$ cat config.mk
export PLATFORM = sky130hd
export DESIGN_NAME = abr_cfg
export DESIGN_NICKNAME = d
export VERILOG_FILES = /design/src/sv/adaptive_batch_size_regulator_macros.svh /design/src/sv/abr_pkg.sv /design/src/sv/abr_cfg.sv
export SDC_FILE = /design/constraint.sdc
export NUM_CORES = 1
export LEC_CHECK = 0
export ABC_AREA = 1
export BUFFER_PORTS_ARGS = -buffer_cell sky130_fd_sc_hd__buf_2
export CAP_MARGIN = 10
export CORE_MARGIN = 2
export CORE_UTILIZATION = 50
export CTS_CLUSTER_DIAMETER = 40
export DETAILED_ROUTE_END_ITERATION = 8
export PLACE_DENSITY = 0.82
export SLEW_MARGIN = 20
export SYNTH_ARGS = -nofsm -noshare
export SYNTH_HDL_FRONTEND = slang
export SYNTH_SLANG_ARGS = --single-unit
$ cat constraint.sdc
create_clock -name i_clk -period 1.9 [get_ports i_clk]
set_input_delay 0.57 -clock i_clk [delete_from_list [all_inputs] [get_ports i_clk]]
set_output_delay 0.57 -clock i_clk [all_outputs]
set_load 0.02 [all_outputs]
$ cat src/sv/adaptive_batch_size_regulator_macros.svh
// ----------------------------------------------------------------------------
// Assertion macros for the adaptive batch size regulator
// Shared concurrent assertion forms, clocked and disabled during reset.
// ----------------------------------------------------------------------------
`ifndef ADAPTIVE_BATCH_SIZE_REGULATOR_MACROS_SVH
`define ADAPTIVE_BATCH_SIZE_REGULATOR_MACROS_SVH

// Same-cycle implication.
`define ABR_ASSERT_NOW(label, clk, rst_n, ante, cons) \
    label: assert property (@(posedge clk) disable iff (!rst_n) (ante) |-> (cons)) \
        else $error("abr assertion failed");

// Next-cycle implication.
`define ABR_ASSERT_NEXT(label, clk, rst_n, ante, cons) \
    label: assert property (@(posedge clk) disable iff (!rst_n) (ante) |=> (cons)) \
        else $error("abr assertion failed");

`endif

$ cat src/sv/abr_pkg.sv
// ----------------------------------------------------------------------------
// abr_pkg
// Shared codes, register reset values and types of the batch size regulator.
// ----------------------------------------------------------------------------
`default_nettype none

package abr_pkg;

    // Item operation codes.
    localparam logic [1:0] OP_RECORD = 2'd0;
    localparam logic [1:0] OP_ADJUST = 2'd1;
    localparam logic [1:0] OP_TICK   = 2'd2;

    // Configuration port.
    localparam int CFG_IDX_W  = 3;
    localparam int CFG_DATA_W = 24;

    localparam logic [CFG_IDX_W-1:0] CFG_MIN_BATCH     = 3'd0;
    localparam logic [CFG_IDX_W-1:0] CFG_MAX_BATCH     = 3'd1;
    localparam logic [CFG_IDX_W-1:0] CFG_UTIL_LOW      = 3'd2;
    localparam logic [CFG_IDX_W-1:0] CFG_UTIL_HIGH     = 3'd3;
    localparam logic [CFG_IDX_W-1:0] CFG_MAX_LATENCY   = 3'd4;
    localparam logic [CFG_IDX_W-1:0] CFG_TARGET_WAIT   = 3'd5;
    localparam logic [CFG_IDX_W-1:0] CFG_GROW_FACTOR   = 3'd6;
    localparam logic [CFG_IDX_W-1:0] CFG_SHRINK_FACTOR = 3'd7;

    // Register reset values.
    localparam logic [15:0] RST_MIN_BATCH     = 16'd1;
    localparam logic [15:0] RST_MAX_BATCH     = 16'd512;
    localparam logic [6:0]  RST_UTIL_LOW      = 7'd60;
    localparam logic [6:0]  RST_UTIL_HIGH     = 7'd90;
    localparam logic [23:0] RST_MAX_LATENCY   = 24'd10000;
    localparam logic [23:0] RST_TARGET_WAIT   = 24'd1000;
    localparam logic [9:0]  RST_GROW_FACTOR   = 10'd384;
    localparam logic [8:0]  RST_SHRINK_FACTOR = 9'd192;

    // Parameter defaults.
    localparam int HISTORY_DEPTH_DEF  = 64;
    localparam int MIN_SAMPLES_DEF    = 8;
    localparam int MAX_RUN_DEF        = 5;
    localparam int COOLDOWN_TICKS_DEF = 5;
    localparam int INIT_SIZE_DEF      = 64;

    // Largest value the window fill output field can show.
    localparam logic [6:0] FILL_OUT_MAX = 7'd127;

    typedef struct packed {
        logic [15:0] min_batch;
        logic [15:0] max_batch;
        logic [6:0]  util_low;
        logic [6:0]  util_high;
        logic [23:0] max_latency;
        logic [23:0] target_wait;
        logic [9:0]  grow_factor;
        logic [8:0]  shrink_factor;
    } t_cfg;

    typedef struct packed {
        logic [15:0] cur_size;
        logic        changed;
        logic        grew;
        logic [31:0] adapt_count;
    } t_ctrl_res;

    typedef struct packed {
        logic [15:0] cur_size;
        logic        changed;
        logic        grew;
        logic [31:0] adapt_count;
        logic [6:0]  window_fill;
    } t_result;

endpackage

`default_nettype wire

$ cat src/sv/abr_cfg.sv
// ----------------------------------------------------------------------------
// abr_cfg
// Configuration register file, written one register per handshake.
// ----------------------------------------------------------------------------
`default_nettype none

module abr_cfg (
    input  wire logic                            i_clk,
    input  wire logic                            i_rst_n,
    input  wire logic                            i_we,
    input  wire logic [abr_pkg::CFG_IDX_W-1:0]   i_index,
    input  wire logic [abr_pkg::CFG_DATA_W-1:0]  i_data,
    output abr_pkg::t_cfg                        o_cfg
);

    abr_pkg::t_cfg r_cfg;

    always_ff @(posedge i_clk) begin
        if (!i_rst_n) begin
            r_cfg.min_batch     <= abr_pkg::RST_MIN_BATCH;
            r_cfg.max_batch     <= abr_pkg::RST_MAX_BATCH;
            r_cfg.util_low      <= abr_pkg::RST_UTIL_LOW;
            r_cfg.util_high     <= abr_pkg::RST_UTIL_HIGH;
            r_cfg.max_latency   <= abr_pkg::RST_MAX_LATENCY;
            r_cfg.target_wait   <= abr_pkg::RST_TARGET_WAIT;
            r_cfg.grow_factor   <= abr_pkg::RST_GROW_FACTOR;
            r_cfg.shrink_factor <= abr_pkg::RST_SHRINK_FACTOR;
        end else if (i_we) begin
            case (i_index)
                abr_pkg::CFG_MIN_BATCH:     r_cfg.min_batch     <= i_data[15:0];
                abr_pkg::CFG_MAX_BATCH:     r_cfg.max_batch     <= i_data[15:0];
                abr_pkg::CFG_UTIL_LOW:      r_cfg.util_low      <= i_data[6:0];
                abr_pkg::CFG_UTIL_HIGH:     r_cfg.util_high     <= i_data[6:0];
                abr_pkg::CFG_MAX_LATENCY:   r_cfg.max_latency   <= i_data[23:0];
                abr_pkg::CFG_TARGET_WAIT:   r_cfg.target_wait   <= i_data[23:0];
                abr_pkg::CFG_GROW_FACTOR:   r_cfg.grow_factor   <= i_data[9:0];
                abr_pkg::CFG_SHRINK_FACTOR: r_cfg.shrink_factor <= i_data[8:0];
                default: begin
                end
            endcase
        end
    end

    assign o_cfg = r_cfg;

endmodule

`default_nettype wire

Word-level counts from Yosys, hierarchy flattened
Index checks and enable logic that the tools add are counted.

word-level totals
  flip-flop bits (word level) = 113
  bits of input ports = 30
  output and inout port bits = 113
  word-level logic and storage cells = 24

cells by class
  equal/unequal tests = 7
  reduce and logical (&&, ||, !) cells = 9

operators with widths
  kind                                           count
  AND reduction 2 bit                            8
  == test 3 bit, second input constant           4
  == test 3 x 2 -> 1 bit, second input constant  2
  == test 3 x 1 -> 1 bit, second input constant  1
  zero test 3 bit                                1

Logic depth before layout (Yosys ltp)
Gate-level depths: netlist (run 1).

  word-level depth = 2
  gate-level depth with buffers = 7
  gate-level depth less buffers = 5

Worst setup path after synthesis (run 1)
No wires, ideal clock.

  kind = input port to flip-flop
  start = input i_rst_n
  end = register r_cfg (netlist bit o_cfg[17])
  setup time = 0.130 ns
  data arrival time = 1.259 ns
  data required time = 1.770 ns
  slack = 0.512 ns
  stages on the path = 4
  buffers on the path = 3
  cell sequence = clkbuf_1 buf_2 clkbuf_1 nand3_1

RTL lines
  item             RTL line       RTL
  start, declared  abr_cfg.sv:9   input wire logic i_rst_n,
  end, declared    abr_cfg.sv:16  abr_pkg::t_cfg r_cfg;

No word-level cell between the ends.

Worst setup path in the final report (run 1)
  start = register r_cfg (netlist bit o_cfg[13])
  end = output o_cfg[13] (netlist name)

RTL lines
  item           RTL line       RTL
  end, declared  abr_cfg.sv:13  output abr_pkg::t_cfg o_cfg

No word-level cell between the ends.

==> summary.md, run 1 <==
| Metric | Value |
|---|---|
| Post-Place Worst Slack | `0.178 ns` |
| Hold Crit Start | `i_data[10]` |
| Critical path's slowest cell | `dfxtp_1` |
| Max-cap violations | `0` |
| Share of cells above drive strength 1 | `25.5%` |
| Inst Count DP | `860` |
| Peak supply drop | `0.616 mV` |
| Critical Path, Cell by Cell | `buf_2` |
| Initial core utilization | `51.4%` |
| Filler instances | `733` |
| Delay-heaviest family, CP | `flip-flops` |
| Worst rel slew slack | `69.3%` |
| Area Overhead vs Synth | `33.0%` |
| Slew Limit Fails | `0` |
| Worst Path Buf+Inv | `1` |
| Leak | `2.99 nW` |
| Placement Rows | `34` |
| Reg2reg end | `o_cfg[74]` |
| Final period util | `86.4%` |
| Combinational power share | `around 9.2%` |
| Hold endpoint | `o_cfg[53]` |
| Final hold vios | `0` |
| Fmax | `around 600 MHz` |
| Clock slew at reported path FFs | `0.06 ns` |
| Core area | `0.00868 sq mm` |
| GRT Total Usage | `27.1%` |
| Register area share after synthesis | `50.7%` |
| Worst Tran Pin Value | `between 0.4 and 0.5 ns` |
| CP endpoint kind | `output pin` |
| Die H | `98.5 um` |
| Cell Area, Synth | `between 0.004 and 0.005 sq mm` |
| RR Startpoint | `o_cfg[74]` |
| Postcts setup bufs | `0` |
| Drt pass-1 iters | `5` |
| RSZ-0062 raised after global routing | `false` |
| Drt drc | `0` |
| Share of power burned in the clock network | `53.6%` |
| Max reg flops | `around 110` |
| Largest net degree at the start of global routing | `79` |
| Worst hold path class | `input pin to flip-flop` |
| Global-route wire length before repair | `about 21 mm` |
| IO Count | `143` |
| Initial drt markers | `256` |
| Die Span X | `98.5 um` |
| #FFs+latches synth | `113` |
| Worst Path Required | `1.33 ns` |
| Clk_lat worst skew | `roughly 0.50 ns` |
| Maximum fanout along the worst path | `2` |
| Final setup viols | `0` |
| Critical path class | `flip-flop to output pin` |
| Routed via count | `~4500` |
| Syn avg cell area | `7.06 sq um` |
| Final min period | `1.64 ns` |
| DIE AREA | `0.00970 sq mm` |
| Cts repair resizes | `0` |
| Reg power frac | `37.2%` |
| # diodes | `0` |
| Vias per cell | `slightly above 5` |
| Clk_skew | `0 ns` |
| Synth Warn # | `0` |
| Final WL | `between 10 and 15 mm` |
| Avg WL per Cell | `14.5 um` |
| GP Congestion | `0.806` |
| Reg2reg path depth | `2` |
| H-tree depth | `4` |
| R2r setup slk | `1.29 ns` |
| Bufs on Longest Clock Path | `2` |
| Antenna Nets Post-Route | `0` |
| CP Launch Type | `flip-flop` |
| Initial antenna violation count | `0` |
| Status | `finished clean` |
| Clock sink count | `roughly 110` |
| CTS Buf Count | `17` |
| Clock root cell | `clkbuf_8` |
| DP HPWL | `8.69 mm` |
| Internal Power | `5.18 mW` |
| P per Cell Area | `approximately 1100 mW/mm^2` |
| Post-synth cell types | `14` |
| CTS Hold Buffers Added | `0` |
| Post-route setup slack | `0.258 ns` |
| Final Net Count | `801` |
| CP peak stage delay | `0.38 ns` |
| CP arrival | `1.07 ns` |
| Synth Instances | `632` |
| Vias in the first global route | `4283` |
| Commonest non-fill, non-tap cells in the layout | `nor2_1, nand2_1, buf_2, dfxtp_1, nand3_1` |
| CTS tree | `yes` |
| Hold Path Depth | `3` |
| Total negative setup slack | `0 ns` |
| Syn Nets | `662` |
| NetSw | `1.55 mW` |
| Congestion Overflow GR | `0` |
| PortBufs | `142` |
| Most common cell after layout, fill and taps aside | `nor2_1` |
| Sw Ratio | `between 20% and 30%` |
| Final Non-Filler Cells | `around 900` |
[Yosys cell counts, drive strengths merged]
cell / n / share of area, %
inv: 31 / 2.6
dfxtp: 113 / 51
nand3: 106 / 12
nor2: 188 / 17
buf: 31 / 4.3
nand2: 158 / 13
clkbuf: 5 / 0.42
[routing by layer]
layer	global-route usage (%)	vias up	wire length [um]
li1	-	2238	-
met3	7.52	23	1110
met5	0	-	0
met4	11.2	0	376
met1	33.6	2066	5280
met2	44.8	217	6160
[how the worst max path moves through the flow]
| stage | startpoint | endpoint | slack, ns | cells past startpoint |
|---|---|---|---|---|
| CTS | o_cfg[13] | o_cfg[13] | 0.26 | 1 |
| global placement | i_index[0] | o_cfg[90] | 0.21 | 7 |
| detailed placement | i_index[0] | o_cfg[90] | 0.18 | 7 |
| global route | o_cfg[9] | o_cfg[9] | 0.25 | 1 |
| finish | o_cfg[13] | o_cfg[13] | 0.26 | 1 |
| floorplan | i_rst_n | o_cfg[17] | 0.51 | 4 |
[power groups by stage]
stage	combinational (mW)	clock (mW)	sequential, mW
after floorplan	0.299	0	2.65
after global placement	0.602	0	2.55
after detailed placement	0.615	0	2.55
after CTS	0.618	3.64	2.50
after global routing	0.682	3.76	2.51
final	0.619	3.61	2.50
[kinds of logic (layout without fill, tap and decap cells)]
logic type | count (synthesis) | count (layout) | synth area share (%)
simple gates | 452 | 452 | 42.0
flops | 113 | 113 | 50.7
buf+inv | 67 | 219 | 7.29
[through the flow]
stage               hold slack [ns]  area [sq um]  total power, mW  utilization [%]
finish                        0.288          5940             6.73             68.4
global route                  0.278          5940             6.95             68.4
global placement              0.436          5260             3.15             60.6
floorplan                     0.542          4460             2.95                -
detailed placement            0.447          5260             3.16             60.6
CTS                           0.272          5940             6.76             68.4
[final cells by class]
type / count / area [sq um] / area share (%)
inverter: 31 / 116 / 1.96
clock inverter: 10 / 203 / 3.41
clock buffer: 22 / 473 / 7.97
sequential: 113 / 2260 / 38.1
multi-input combinational: 452 / 1880 / 31.7
tap: 108 / 135 / 2.28
timing repair buffer: 156 / 868 / 14.6
Note: power is estimated with default switching activity, not from simulation.
==> inputs of run 2 (changes only) <==
--- a/config.mk
+++ b/config.mk
@@ -12,2 +12,3 @@
 export CORE_UTILIZATION = 50
+export CTS_BUF_LIST = sky130_fd_sc_hd__clkbuf_2
 export CTS_CLUSTER_DIAMETER = 40
--- a/constraint.sdc
+++ b/constraint.sdc
@@ -3,2 +3,2 @@
 set_output_delay 0.57 -clock i_clk [all_outputs]
-set_load 0.02 [all_outputs]
+set_load 0.05 [all_outputs]
==> summary.md, run 2 (synthesized netlist as in run 1, its figures left out) <==
| Metric | Value |
|---|---|
| DIE AREA | `between 0.009 and 0.01 sq mm` |
| Routed via count | `4552` |
| Initial drt markers | `294` |
| Area after DPL | `about 0.0053 sq mm` |
| CP peak stage delay | `0.39 ns` |
| Peak supply drop | `0.754 mV` |
| Worst Path Required | `about 1.3 ns` |
| DP HPWL | `8.69 mm` |
| Final min period | `between 1.5 and 2 ns` |
| Clock sink count | `~110` |
| Die H | `98.5 um` |
| Worst rel slew slack | `between 70% and 80%` |
| Worst hold path class | `input pin to flip-flop` |
| Critical path's slowest cell | `dfxtp_1` |
| Antenna Nets Post-Route | `0` |
| Total negative setup slack | `0 ns` |
| Finished Core Util | `68.6%` |
| Worst Tran Pin Value | `0.449 ns` |
| CTS Hold Buffers Added | `0` |
| Critical path class | `flip-flop to output pin` |
| Delay-heaviest family, CP | `flip-flops` |
| Max-cap violations | `0` |
| Die Span X | `98.5 um` |
| Share of cells above drive strength 1 | `25.8%` |
| Worst Path Buf+Inv | `1` |
| Drt pass-1 iters | `5` |
| Fmax | `between 500 and 600 MHz` |
| Final Non-Filler Cells | `892` |
| Finished Cell Area | `between 0.005 and 0.006 sq mm` |
| Clock root cell | `clkbuf_2` |
| Leak | `2.89 nW` |
| Bufs on Longest Clock Path | `2` |
| R2r setup slk | `1.26 ns` |
| Inst Count DP | `860` |
| Clk_skew | `0 ns` |
| GP Congestion | `0.806` |
| CP Launch Type | `flip-flop` |
| Slew Limit Fails | `0` |
| CP arrival | `approximately 1.2 ns` |
| H-tree depth | `4` |
| # diodes | `0` |
| Most common cell after layout, fill and taps aside | `nor2_1` |
| CTS tree | `yes` |
| P per Cell Area | `906 mW/mm^2` |
| Clk_lat worst skew | `0.61 ns` |
| Maximum fanout along the worst path | `2` |
| Final hold vios | `0` |
| Vias in the first global route | `4192` |
| Core area | `0.00868 sq mm` |
| Status | `finished clean` |
| Congestion Overflow GR | `0` |
| Area Overhead vs Synth | `33.3%` |
| Initial core utilization | `51.4%` |
| Clock slew at reported path FFs | `0.17 ns` |
| IO Count | `143` |
| Initial antenna violation count | `0` |
| Largest net degree at the start of global routing | `approximately 80` |
| Final WL | `13.0 mm` |
| Post-Place Worst Slack | `0.178 ns` |
| Critical Path, Cell by Cell | `clkbuf_4` |
| Final period util | `roughly 95%` |
| PortBufs | `142` |
| Final setup viols | `0` |
| Commonest non-fill, non-tap cells in the layout | `nor2_1, nand2_1, dfxtp_1, nand3_1, buf_4` |
| Avg WL per Cell | `14.6 um` |
| GRT Total Usage | `26.4%` |
| CTS Buf Count | `17` |
| Vias per cell | `5.10` |
| Global-route wire length before repair | `20.2 mm` |
| Final Net Count | `801` |
| Post-route setup slack | `between 0.09 and 0.1 ns` |
| Hold slack | `around 0.17 ns` |
| Final Total Pwr | `5.39 mW` |
| Placement Rows | `34` |
| CP endpoint kind | `output pin` |
| Drt drc | `0` |
| Max reg flops | `between 100 and 150` |
run 2: changes by cell type in the layout (fill, tap and decap cells not counted), sizes merged:
| cell | delta |
|---|---|
| buf | -15 |
| clkbuf | +11 |
| clkinv | +4 |
run 2: layout make-up:
| type | count | area (sq um) |
|---|---|---|
| Fill cell | 724 | 2730 |
| Sequential cell | 113 | 2270 |
| Multi-Input combinational cell | 452 | 1880 |
| Timing Repair Buffer | 156 | 1240 |
| Clock inverter | 14 | 218 |
| Tap cell | 108 | 135 |
| Inverter | 31 | 116 |
| Clock buffer | 18 | 90.1 |
run 2: repair_timing:
item                                    CTS  global route
endpoints found under the setup margin    3           112
pin swaps                                 0             0
resized for setup                         3           233
setup buffers                             0             0
run 2: worst min-delay path: cells and delay by family:
family | cells | cell delay [ns]
buf+inv | 1 | 0.08
simple gates | 2 | 0.11
run 2: power breakdown:
part | internal (mW) | switching (mW) | leakage (nW) | total, mW
Clock | 1.11 | 0.905 | 0.178 | 2.01
Sequential | 2.46 | 0.0534 | 0.922 | 2.51
Combinational | 0.254 | 0.611 | 1.79 | 0.865
run 2: routing by layer:
| layer | track usage, % | part of all wire [%] | vias up |
|---|---|---|---|
| met4 | 9.06 | 2.0 | 0 |
| met1 | 33.4 | 40 | 2076 |
| met3 | 9.15 | 8.9 | 16 |
| met2 | 42.4 | 49 | 220 |
| li1 | - | - | 2240 |
| met5 | 0 | 0 | - |
run 2: final timing paths:
check / start / end / cells past startpoint
worst min-delay path: i_data[2] / o_cfg[76] / 3
worst max-delay path: o_cfg[68] / o_cfg[68] / 1
worst max register to register: o_cfg[12] / o_cfg[12] / 2
worst min register to register: o_cfg[25] / o_cfg[25] / 2
